**src/hdl/i2cdwf_pkg.sv**
```systemverilog
// ----------------------------------------------------------------------------
// I2C display write framer package
// Shared types, bus constants and the frame byte selection function.
// ----------------------------------------------------------------------------
package i2cdwf_pkg;

    localparam logic [7:0] CTRL_COMMAND = 8'h00;
    localparam logic [7:0] CTRL_DATA    = 8'h40;
    localparam logic [7:0] ADDR_RESET   = 8'h78;

    // Frame byte positions.
    localparam logic [1:0] BYTE_ADDR    = 2'd0;
    localparam logic [1:0] BYTE_CTRL    = 2'd1;
    localparam logic [1:0] BYTE_PAYLOAD = 2'd2;

    // One frame request as it waits for the sequencer.
    typedef struct packed {
        logic       is_display_data;
        logic [7:0] payload_byte;
    } item_t;

    // One half-bit bus phase.
    typedef struct packed {
        logic clock_level;
        logic data_level;
        logic ack_sample;
        logic last_phase;
    } phase_t;

    function automatic logic [7:0] frame_byte(input logic [1:0] idx,
                                              input logic [7:0] addr,
                                              input logic       is_data,
                                              input logic [7:0] payload);
        logic [7:0] b;
        b = payload;
        if (idx == BYTE_ADDR) begin
            b = addr;
        end else if (idx == BYTE_CTRL) begin
            b = is_data ? CTRL_DATA : CTRL_COMMAND;
        end
        return b;
    endfunction

endpackage

```
**src/hdl/i2c_display_write_framer_top.sv**
```systemverilog
// ----------------------------------------------------------------------------
// I2C display write framer
// Turns each write request into the 63 half-bit phases of one I2C frame.
// ----------------------------------------------------------------------------
// Usage:
// Each request on the s_ channel asks for one complete write frame: a start
// condition, the device address byte, a control byte (0x00 for a command,
// 0x40 for display data), the payload byte MSB first, and a stop condition.
// After every byte SDA is released for an acknowledge slot around an SCL high
// pulse so the slave can acknowledge; the ack level is never examined.
// The m_ channel carries one phase per transfer, 63 per frame, in bus order.
// The device address comes from a single register written through the
// cfg_ port; it should only be changed while no frame is pending.
// When the block is idle, an accepted request passes through the input
// register, the sequencer state and the result register before its first
// phase appears. The phase sequencer emits one phase per cycle while the
// receiver takes them. A waiting request is held in an input register, so
// the next frame starts directly after the stop phase of the current one.
// If the receiver stalls, the result register holds its phase and the
// sequencer waits; no phase is dropped. Reset (aresetn low, synchronous)
// empties both registers, idles the sequencer and sets the address to 0x78.
// ----------------------------------------------------------------------------
module i2c_display_write_framer_top (
    input  logic       aclk,
    input  logic       aresetn,
    // Frame requests.
    input  logic       s_tvalid,
    output logic       s_tready,
    input  logic [7:0] s_tdata,   // [7:0] payload_byte
    input  logic [0:0] s_tuser,   // [0] is_display_data
    // Bus phases.
    output logic       m_tvalid,
    input  logic       m_tready,
    output logic [7:0] m_tdata,   // [0] clock_level, [1] data_level, [7:2] zero
    output logic [0:0] m_tuser,   // [0] ack_sample
    output logic       m_tlast,   // last_phase
    // Device address register.
    input  logic       cfg_valid,
    output logic       cfg_ready,
    input  logic [7:0] cfg_data
);
    import i2cdwf_pkg::*;

    logic [7:0] addr_reg;
    logic [7:0] addr_next;

    item_t  s_item;
    item_t  held_item;
    logic   held_valid;
    logic   take;
    logic   out_ready;
    logic   res_valid;
    phase_t res;
    phase_t m_phase;

    // The address register accepts a write in every cycle.
    assign cfg_ready = 1'b1;

    always_comb begin
        addr_next = addr_reg;
        if (cfg_valid && cfg_ready) begin
            addr_next = cfg_data;
        end
    end

    always_ff @(posedge aclk) begin
        if (!aresetn) begin
            addr_reg <= ADDR_RESET;
        end else begin
            addr_reg <= addr_next;
        end
    end

    assign s_item.is_display_data = s_tuser[0];
    assign s_item.payload_byte    = s_tdata;

    i2cdwf_in_stage u_in_stage (
        .aclk       (aclk),
        .aresetn    (aresetn),
        .s_tvalid   (s_tvalid),
        .s_tready   (s_tready),
        .s_item     (s_item),
        .take       (take),
        .item_valid (held_valid),
        .item       (held_item)
    );

    i2cdwf_phase_gen u_phase_gen (
        .aclk       (aclk),
        .aresetn    (aresetn),
        .item_valid (held_valid),
        .item       (held_item),
        .addr       (addr_reg),
        .take       (take),
        .out_ready  (out_ready),
        .res_valid  (res_valid),
        .res        (res)
    );

    i2cdwf_out_reg u_out_reg (
        .aclk       (aclk),
        .aresetn    (aresetn),
        .load       (res_valid),
        .load_data  (res),
        .load_ready (out_ready),
        .m_tvalid   (m_tvalid),
        .m_tready   (m_tready),
        .m_phase    (m_phase)
    );

    // Pack the phase onto the stream: levels in tdata, ack flag in tuser.
    assign m_tdata = {6'b0, m_phase.data_level, m_phase.clock_level};
    assign m_tuser = m_phase.ack_sample;
    assign m_tlast = m_phase.last_phase;

endmodule

```
**src/hdl/i2cdwf_in_stage.sv**
```systemverilog
// ----------------------------------------------------------------------------
// I2C framer input stage
// Holds one frame request so the next can arrive while a frame is sent.
// ----------------------------------------------------------------------------
module i2cdwf_in_stage (
    input  logic                aclk,
    input  logic                aresetn,
    input  logic                s_tvalid,
    output logic                s_tready,
    input  i2cdwf_pkg::item_t   s_item,
    input  logic                take,
    output logic                item_valid,
    output i2cdwf_pkg::item_t   item
);
    import i2cdwf_pkg::*;

    logic  hold_valid_reg;
    logic  hold_valid_next;
    item_t item_reg;
    logic  load;

    assign s_tready   = !hold_valid_reg || take;
    assign load       = s_tvalid && s_tready;
    assign item_valid = hold_valid_reg;
    assign item       = item_reg;

    always_comb begin
        hold_valid_next = hold_valid_reg;
        if (load) begin
            hold_valid_next = 1'b1;
        end else if (take) begin
            hold_valid_next = 1'b0;
        end
    end

    always_ff @(posedge aclk) begin
        if (!aresetn) begin
            hold_valid_reg <= 1'b0;
        end else begin
            hold_valid_reg <= hold_valid_next;
        end
    end

    always_ff @(posedge aclk) begin
        if (load) begin
            item_reg <= s_item;
        end
    end

endmodule

```
**src/hdl/i2cdwf_phase_gen.sv**
```systemverilog
// ----------------------------------------------------------------------------
// I2C framer phase sequencer
// Walks start, three bytes with ack slots, and stop, one phase per step.
// ----------------------------------------------------------------------------
module i2cdwf_phase_gen (
    input  logic                aclk,
    input  logic                aresetn,
    input  logic                item_valid,
    input  i2cdwf_pkg::item_t   item,
    input  logic [7:0]          addr,
    output logic                take,
    input  logic                out_ready,
    output logic                res_valid,
    output i2cdwf_pkg::phase_t  res
);
    import i2cdwf_pkg::*;

    localparam logic [1:0] SEG_IDLE  = 2'd0;
    localparam logic [1:0] SEG_START = 2'd1;
    localparam logic [1:0] SEG_BYTE  = 2'd2;
    localparam logic [1:0] SEG_STOP  = 2'd3;

    localparam logic [4:0] STEP_EDGE_LAST = 5'd2;
    localparam logic [4:0] STEP_ACK_HIGH  = 5'd17;
    localparam logic [4:0] STEP_BYTE_LAST = 5'd18;

    logic [1:0] seg_reg,      seg_next;
    logic [4:0] step_reg,     step_next;
    logic [1:0] byte_idx_reg, byte_idx_next;
    logic [7:0] shift_reg,    shift_next;
    item_t      frame_reg;

    logic adv;
    logic frame_end;

    assign adv       = (seg_reg != SEG_IDLE) && out_ready;
    assign frame_end = adv && (seg_reg == SEG_STOP) && (step_reg == STEP_EDGE_LAST);
    assign take      = item_valid && ((seg_reg == SEG_IDLE) || frame_end);
    assign res_valid = adv;

    // Bus levels for the current phase.
    always_comb begin
        res = '0;
        case (seg_reg)
            SEG_START: begin
                res.clock_level = (step_reg != STEP_EDGE_LAST);
                res.data_level  = (step_reg == 5'd0);
            end
            SEG_BYTE: begin
                if (!step_reg[4]) begin
                    res.clock_level = !step_reg[0];
                    res.data_level  = shift_reg[7];
                end else begin
                    res.clock_level = (step_reg == STEP_ACK_HIGH);
                    res.data_level  = 1'b1;
                    res.ack_sample  = (step_reg == STEP_ACK_HIGH);
                end
            end
            SEG_STOP: begin
                res.clock_level = (step_reg != 5'd0);
                res.data_level  = (step_reg == STEP_EDGE_LAST);
                res.last_phase  = (step_reg == STEP_EDGE_LAST);
            end
            default: begin
                res = '0;
            end
        endcase
    end

    always_comb begin
        seg_next      = seg_reg;
        step_next     = step_reg;
        byte_idx_next = byte_idx_reg;
        shift_next    = shift_reg;
        case (seg_reg)
            SEG_IDLE: begin
                if (take) begin
                    seg_next  = SEG_START;
                    step_next = '0;
                end
            end
            SEG_START: begin
                if (adv) begin
                    if (step_reg == STEP_EDGE_LAST) begin
                        seg_next      = SEG_BYTE;
                        step_next     = '0;
                        byte_idx_next = BYTE_ADDR;
                        shift_next    = frame_byte(BYTE_ADDR, addr,
                                                   frame_reg.is_display_data,
                                                   frame_reg.payload_byte);
                    end else begin
                        step_next = step_reg + 5'd1;
                    end
                end
            end
            SEG_BYTE: begin
                if (adv) begin
                    // Shift after the SCL-low half of each data bit.
                    if (!step_reg[4] && step_reg[0]) begin
                        shift_next = {shift_reg[6:0], 1'b0};
                    end
                    if (step_reg == STEP_BYTE_LAST) begin
                        step_next = '0;
                        if (byte_idx_reg == BYTE_PAYLOAD) begin
                            seg_next = SEG_STOP;
                        end else begin
                            byte_idx_next = byte_idx_reg + 2'd1;
                            shift_next    = frame_byte(byte_idx_reg + 2'd1, addr,
                                                       frame_reg.is_display_data,
                                                       frame_reg.payload_byte);
                        end
                    end else begin
                        step_next = step_reg + 5'd1;
                    end
                end
            end
            SEG_STOP: begin
                if (adv) begin
                    if (step_reg == STEP_EDGE_LAST) begin
                        step_next = '0;
                        seg_next  = take ? SEG_START : SEG_IDLE;
                    end else begin
                        step_next = step_reg + 5'd1;
                    end
                end
            end
            default: begin
                seg_next = SEG_IDLE;
            end
        endcase
    end

    always_ff @(posedge aclk) begin
        if (!aresetn) begin
            seg_reg      <= SEG_IDLE;
            step_reg     <= '0;
            byte_idx_reg <= '0;
            shift_reg    <= '0;
        end else begin
            seg_reg      <= seg_next;
            step_reg     <= step_next;
            byte_idx_reg <= byte_idx_next;
            shift_reg    <= shift_next;
        end
    end

    always_ff @(posedge aclk) begin
        if (take) begin
            frame_reg <= item;
        end
    end

    // A new frame is only taken when the sequencer is free or finishing.
    a_take_when_free: assert property (@(posedge aclk) disable iff (!aresetn)
        take |-> ((seg_reg == SEG_IDLE) || frame_end))
        else $error("frame taken while sequencer busy");

    a_byte_idx_range: assert property (@(posedge aclk) disable iff (!aresetn)
        (seg_reg == SEG_BYTE) |-> (byte_idx_reg != 2'd3))
        else $error("byte index out of range");

    a_step_range: assert property (@(posedge aclk) disable iff (!aresetn)
        ((seg_reg == SEG_BYTE) |-> (step_reg <= STEP_BYTE_LAST)) and
        (((seg_reg == SEG_START) || (seg_reg == SEG_STOP)) |->
            (step_reg <= STEP_EDGE_LAST)))
        else $error("phase step out of range");

    a_after_last: assert property (@(posedge aclk) disable iff (!aresetn)
        (adv && res.last_phase) |=> ((seg_reg == SEG_IDLE) || (seg_reg == SEG_START)))
        else $error("sequencer not restarted after stop");

    a_ack_slot: assert property (@(posedge aclk) disable iff (!aresetn)
        (adv && res.ack_sample) |-> (res.clock_level && res.data_level &&
                                     (seg_reg == SEG_BYTE)))
        else $error("ack sample outside released SCL-high phase");

endmodule

```
**src/hdl/i2cdwf_out_reg.sv**
```systemverilog
// ----------------------------------------------------------------------------
// I2C framer result register
// Holds one phase for the receiver; reloads whenever it is empty or taken.
// ----------------------------------------------------------------------------
module i2cdwf_out_reg (
    input  logic                aclk,
    input  logic                aresetn,
    input  logic                load,
    input  i2cdwf_pkg::phase_t  load_data,
    output logic                load_ready,
    output logic                m_tvalid,
    input  logic                m_tready,
    output i2cdwf_pkg::phase_t  m_phase
);
    import i2cdwf_pkg::*;

    logic   valid_reg;
    logic   valid_next;
    phase_t data_reg;

    assign load_ready = !valid_reg || m_tready;
    assign m_tvalid   = valid_reg;
    assign m_phase    = data_reg;

    always_comb begin
        valid_next = valid_reg;
        if (load) begin
            valid_next = 1'b1;
        end else if (m_tready) begin
            valid_next = 1'b0;
        end
    end

    always_ff @(posedge aclk) begin
        if (!aresetn) begin
            valid_reg <= 1'b0;
        end else begin
            valid_reg <= valid_next;
        end
    end

    always_ff @(posedge aclk) begin
        if (load) begin
            data_reg <= load_data;
        end
    end

endmodule

```
**config.mk**
```make
export PLATFORM = sky130hd
export DESIGN_NAME = i2c_display_write_framer_top
export DESIGN_NICKNAME = d
export VERILOG_FILES = /design/src/hdl/i2cdwf_pkg.sv /design/src/hdl/i2c_display_write_framer_top.sv /design/src/hdl/i2cdwf_in_stage.sv /design/src/hdl/i2cdwf_phase_gen.sv /design/src/hdl/i2cdwf_out_reg.sv
export SDC_FILE = /design/constraint.sdc
export NUM_CORES = 1
export LEC_CHECK = 0
export ABC_AREA = 1
export BUFFER_PORTS_ARGS = -buffer_cell sky130_fd_sc_hd__buf_4
export CAP_MARGIN = 20
export CORE_MARGIN = 8
export CORE_UTILIZATION = 35
export CTS_CLUSTER_DIAMETER = 50
export DETAILED_ROUTE_END_ITERATION = 10
export GPL_TIMING_DRIVEN = 0
export SYNTH_ARGS = -nofsm -noshare
export SYNTH_HDL_FRONTEND = slang
export SYNTH_HIERARCHICAL = 1
export SYNTH_SLANG_ARGS = --single-unit
```
**constraint.sdc**
```tcl
create_clock -name aclk -period 4.1 [get_ports aclk]
set_clock_uncertainty 0.2 [all_clocks]
set_input_delay 0.82 -clock aclk [delete_from_list [all_inputs] [get_ports aclk]]
set_output_delay 0.82 -clock aclk [all_outputs]
set_load 0.05 [all_outputs]
```
# Word-level counts from Yosys, hierarchy flattened
# Index checks and enable logic that the tools add are counted.
dict set report totals {
  output_inout_bits 13
  ff_bits 49
  input_bits 22
  word_cells 101
}
dict set report op_classes {
  eq_ne 19
  reduce_logical 27
  muxes 38
  n_addsub 2
}
# op n
set ops {}
lappend ops {{two-way mux 8 bit} 8}
lappend ops {{two-way mux 2 bit} 14}
lappend ops {{two-way mux 5 bit} 5}
lappend ops {{one-hot mux 8 bit (2 select lines)} 1}
lappend ops {{one-hot mux 5 bit (3 select lines)} 1}
lappend ops {{inequality test 2 x 1 -> 1 bit (second input constant)} 7}
lappend ops {{equality test 5 bit (second input constant)} 2}
lappend ops {{one-hot mux 2 bit (4 select lines)} 1}
lappend ops {{AND reduction 8 bit} 1}
lappend ops {{nonzero test 2 bit} 4}
lappend ops {{two-way mux 7 bit} 1}
lappend ops {{equality test 2 bit (second input constant)} 3}
lappend ops {{logical AND 1 bit} 6}
lappend ops {{inequality test 2 bit (second input constant)} 3}
lappend ops {{one-hot mux 2 bit (3 select lines)} 1}
lappend ops {{AND reduction 6 bit} 1}
lappend ops {{adder 5 x 1 -> 5 bit (second input constant)} 1}
lappend ops {{equality test 5 x 2 -> 1 bit (second input constant)} 1}
lappend ops {{logical NOT 5 bit} 1}
lappend ops {{two-way mux 1 bit} 5}
lappend ops {{inequality test 5 x 2 -> 1 bit (second input constant)} 1}
lappend ops {{nonzero test 5 bit} 1}
lappend ops {{equality test 2 x 1 -> 1 bit (second input constant)} 2}
lappend ops {{logical NOT 1 bit} 4}
lappend ops {{8 further kinds} 11}

# Logic depth before layout (Yosys ltp)
dict set report depth {
  depth_word 11
  depth_mapped 10
  depth_no_buf 10
}

# Hierarchy
# Netlist, hierarchy kept.
# mod area_per_inst_um2 instances cells_per_inst
set modules_own_cells {}
lappend modules_own_cells {i2cdwf_phase_gen 1734.2 1 244}
lappend modules_own_cells {i2c_display_write_framer_top 365.4 1 52}
lappend modules_own_cells {i2cdwf_in_stage 321.6 1 16}
lappend modules_own_cells {i2cdwf_out_reg 166.4 1 10}

# Worst setup path after synthesis
# OpenSTA, ideal clock, no wires.
dict set report synth_timing {
  kind {input port to output port}
  start {input m_tready}
  end {output s_tready}
  cell_stages 8
  t_arrival_ns 2.012
  n_path_buf 0
  path_slack_ns 1.068
  required_ns 3.080
  path_cell_list {inv_1 -> nand2_2 -> nand2_1 -> inv_1 -> nand4_1 -> a21oi_1 -> inv_2 -> nand2_2}
}
dict set report synth_between {
  elab_chain_cells 7
}
# item line
set synth_rtl {}
lappend synth_rtl {{start, declared} i2c_display_write_framer_top.sv:33} ;# input logic m_tready,
lappend synth_rtl {{logical OR 1 bit} i2cdwf_out_reg.sv:21} ;# assign load_ready = !valid_reg || m_tready;
lappend synth_rtl {{named net out_ready} i2c_display_write_framer_top.sv:51} ;# logic out_ready;
lappend synth_rtl {{logical AND 1 bit} i2cdwf_phase_gen.sv:36} ;# assign adv = (seg_reg != SEG_IDLE) && out_ready;
lappend synth_rtl {{logical AND 1 bit (2 in a row)} i2cdwf_phase_gen.sv:37} ;# assign frame_end = adv && (seg_reg == SEG_STOP) && (step_reg == STEP_EDGE_LAST);
lappend synth_rtl {{logical OR 1 bit} i2cdwf_phase_gen.sv:38} ;# assign take = item_valid && ((seg_reg == SEG_IDLE) || frame_end);
lappend synth_rtl {{logical AND 1 bit} i2cdwf_phase_gen.sv:38}
lappend synth_rtl {{named net take} i2c_display_write_framer_top.sv:50} ;# logic take;
lappend synth_rtl {{logical OR 1 bit} i2cdwf_in_stage.sv:22} ;# assign s_tready = !hold_valid_reg || take;
lappend synth_rtl {{end, declared} i2c_display_write_framer_top.sv:28} ;# output logic s_tready,
# The timed path passes the listed nets, and every way through them passes these cells.

# Worst setup path after layout
dict set report layout_timing {
  start {register u_phase_gen.step_reg[0]}
  end {output s_tready}
}
dict set report layout_between {
  elab_chain_cells 5
}
# item line
set layout_rtl {}
lappend layout_rtl {{start, declared} i2cdwf_phase_gen.sv:28} ;# logic [4:0] step_reg, step_next;
lappend layout_rtl {{start signal, assigned} i2cdwf_phase_gen.sv:141} ;# step_reg <= step_next;
lappend layout_rtl {{equality test 5 x 2 -> 1 bit} i2cdwf_phase_gen.sv:37}
lappend layout_rtl {{logical AND 1 bit} i2cdwf_phase_gen.sv:37}
lappend layout_rtl {{logical OR 1 bit} i2cdwf_phase_gen.sv:38}
lappend layout_rtl {{logical AND 1 bit} i2cdwf_phase_gen.sv:38}
lappend layout_rtl {{named net take} i2c_display_write_framer_top.sv:50}
lappend layout_rtl {{logical OR 1 bit} i2cdwf_in_stage.sv:22}
# The timed path passes the listed nets, and every way through them passes these cells.

==> impl_metrics.csv <==
group,metric,value,unit
routing,drcViolationCount,0,
yosys,synth_async_sr_flop_share,0,%
routing,route.detailed.vias_per_inst,4.462,
die,die_boundary_height,102.0,um
routing,ant_nets,0,
yosys,ys_seq_area_share,46.42,%
global_route,antenna_found_initial,0,
min_path,worst_hold_path_type,"register to register",
place,buffer_ports.inserted,27,
place,routabilityCongestion,0.8530,
cells_and_area,num_antenna_cells,0,
yosys,total_standard_cell_area_after_synthesis,2587,sq um
timing,timing_worst_slew_pin_value,946.2,ps
clock_network,cts.repair.resized,0,
global_route,grt_overflow_total,0,
timing,fmax,291.9,MHz
clock_network,tritoncts_num_sinks,49,
yosys,synth_compound_area_share,10.64,%
clock_network,cts_buffer_depth,2,
clock_network,htree_num_levels,2,
routing,drt-initial-drc-count,146,
yosys,synth-seq-cells,49,
clock_network,clock_transition_at_the_registers_of_the_reported_paths,90,ps
yosys,postSynth.topFlopCell,"dfxtp_1",
timing,finalCritPeriodShare,83.55,%
global_route,globalRouteTotalUtil,10.22,%
die,die-area,10400,sq um
cells_and_area,final_core_utilization,41.95,%
cells_and_area,post_route_cells_drive_above_1_share,20.17,%
timing,maxSlewHeadroom,36.92,%
routing,avgRoutedWirePerCell,10.79,um
critical_path,crit_fanout,10,
routing,num_vias,2057,
yosys,yosys.area.top_type,"edfxtp_1",
cells_and_area,mostFrequentLayoutCell,"nand2_1",
yosys,post_synth_main_area_contributors,"edfxtp_1, dfxtp_1, nand2_1",
timing,unrepaired_setup_endpoints_after_global_routing,"no",
routing,drtPass1Iterations,4,
clock_network,worst_skew_pair.late_latency,300,ps
yosys,synth.mux.area_fraction,0,%
power,power_density,478.4,nW/um^2
die,number_of_placement_rows,31,
timing,slew_viol_final,0,
die,io_pins,35,
critical_path,end_kind,"output port",
power,power.static_leakage,1.280,nW
cells_and_area,area_growth,16.97,%
yosys,synth_edf_count,22,
routing,drt_wl_total,4973,um
timing,setup_viol,0,
run,drv_cap,0,
critical_path,startpoint_type,"register",
die,floorplan.initialDensity,35.87,%
place,place_hpwl,3815,um
global_route,grt_max_degree,18,
yosys,synthesis.area_per_instance,8.036,sq um
cells_and_area,fill_cells,761,
clock_network,clock_tree_from_tritoncts,"done",
die,design.core.area,7214,sq um
status,outcome,"finished, final reports clean",
yosys,synth_adder_area_share,5.803,%
yosys,synth-xor-area-share,0,%
yosys,synthesis.instances,322,
yosys,yosysWarningCount,6,
critical_path,required,3080,ps
critical_path,worst-endpoint-arrival,2410,ps
yosys,yosys.area_share.simple,25.73,%
cells_and_area,layout_common_cells,"nand2_1, inv_1, buf_4",
yosys,post-synth-top-area-fraction,25.53,%
timing,report.final.hold_viol_count,0,
timing,setup_total_negative_slack,0,ps
clock_network,cts_buffers,5,
critical_path,critical_path_class,"register to output port",
cells_and_area,finalNetCount,395,
global_route,grt_pass1_vias,1922,
critical_path,critPathMaxStageDelay,760,ps
timing,min_period,3426,ps
clock_network,cts.hold.buffers_added,0,
global_route,global_route_wire_length_before_repair,8583,um
clock_network,cts_post_setup_buffers_inserted,0,
die,die_w,102.0,um
critical_path,crit_path_cell_trace,"inv_1 > ha_1 > nand4_1 > a21oi_1 > inv_2 > nand2_2 > buf_4",
yosys,synth_top_family_by_area,"simple AND/OR/NAND/NOR gates",
critical_path,number_of_buffer_and_inverter_instances_along_the_worst_setup_path,3,
critical_path,slowest_stage,"a21oi_1",
clock_network,cts.root.buffer_cell,"clkbuf_8",
power,power.ir.vdd_worst,219.6,uV
critical_path,critical-path-top-delay-family,"compound AO/OA/AOI/OAI gates",
yosys,synthDistinctLibCells,29,
[worst paths after layout]
| kind | slack (ps) | from | cells after the start | endpoint |
|---|---|---|---|---|
| hold reg to reg | 230 | u_in_stage/item[4]$_DFFE_PP_ | 0 | u_phase_gen/frame_reg[4]$_DFFE_PP_ |
| setup / recovery | 670 | u_phase_gen/step_reg[0]$_SDFFE_PN0P_ | 7 | s_tready |
| hold / removal | 230 | u_in_stage/item[4]$_DFFE_PP_ | 0 | u_phase_gen/frame_reg[4]$_DFFE_PP_ |
| setup reg to reg | 1110 | u_phase_gen/step_reg[0]$_SDFFE_PN0P_ | 6 | u_in_stage/item[3]$_DFFE_PP_ |
[power by group]
group	switching, W	total, W	internal [W]
registers	0.0000389	0.000635	0.000596
logic	0.000351	0.000522	0.000170
clock network	0.000168	0.000292	0.000123
total	0.000559	0.00145	0.000889
[cell usage after synthesis (2+ instances only)]
cell      count
nand2_1      88
a21oi_1      17
nor2_1       21
nand4_1       4
buf_6         4
inv_2         4
nor2_2        2
edfxtp_1     22
nand3_1      21
buf_4         7
dfxtp_1      27
o21ai_0      18
ha_1         12
inv_1        42
nand2_2       7
conb_1        2
buf_2         2
a21oi_2       8
nor3_1        4
[metrics by stage]
stage / total power, W / cells / worst slack (ps) / cell area, sq um / hold WS (ps)
after floorplan: 0.001042 / 327 / 1068 / 2606 / 200.3
after global placement: 0.001163 / 453 / 719.3 / 2933 / 201.7
after detailed placement: 0.001167 / 453 / 691.0 / 2933 / 204.5
after CTS: 0.001465 / 461 / 631.7 / 3027 / 227.8
after global routing: 0.001553 / 461 / 419.2 / 3027 / 232.0
final: 0.001448 / 461 / 674.4 / 3027 / 225.2
[layer usage]
| layer | up-vias | wire [um] | track usage (%) |
|---|---|---|---|
| li1 | 1094 | - | - |
| met1 | 913 | 2370 | 12.86 |
| met2 | 48 | 2279 | 16.79 |
| met3 | 2 | 274 | 1.975 |
| met4 | 0 | 48 | 3.950 |
| met5 | - | 0 | 0 |
[logic make-up (layout without fill, tap and decap cells)]
kind of cell / Yosys count / in the layout
AO/OA/AOI/OAI: 47 / 47
adder cells (fa/ha/maj): 12 / 12
buffers and inverters: 61 / 96
flip-flops: 49 / 49
other: 2 / 7
AND/OR/NAND/NOR: 151 / 151
[final cells by class]
type | count | area (sq um) | share of cell area, %
Timing Repair Buffer | 27 | 202.7 | 6.697
Sequential cell | 49 | 1201 | 39.69
Multi-Input combinational cell | 217 | 1117 | 36.92
Inverter | 47 | 176.4 | 5.829
Clock inverter | 3 | 25.02 | 0.8268
Clock buffer | 5 | 68.82 | 2.274
Tap cell | 99 | 123.9 | 4.093
Buffer | 14 | 111.4 | 3.679
Note: power is estimated with default switching activity, not from simulation.
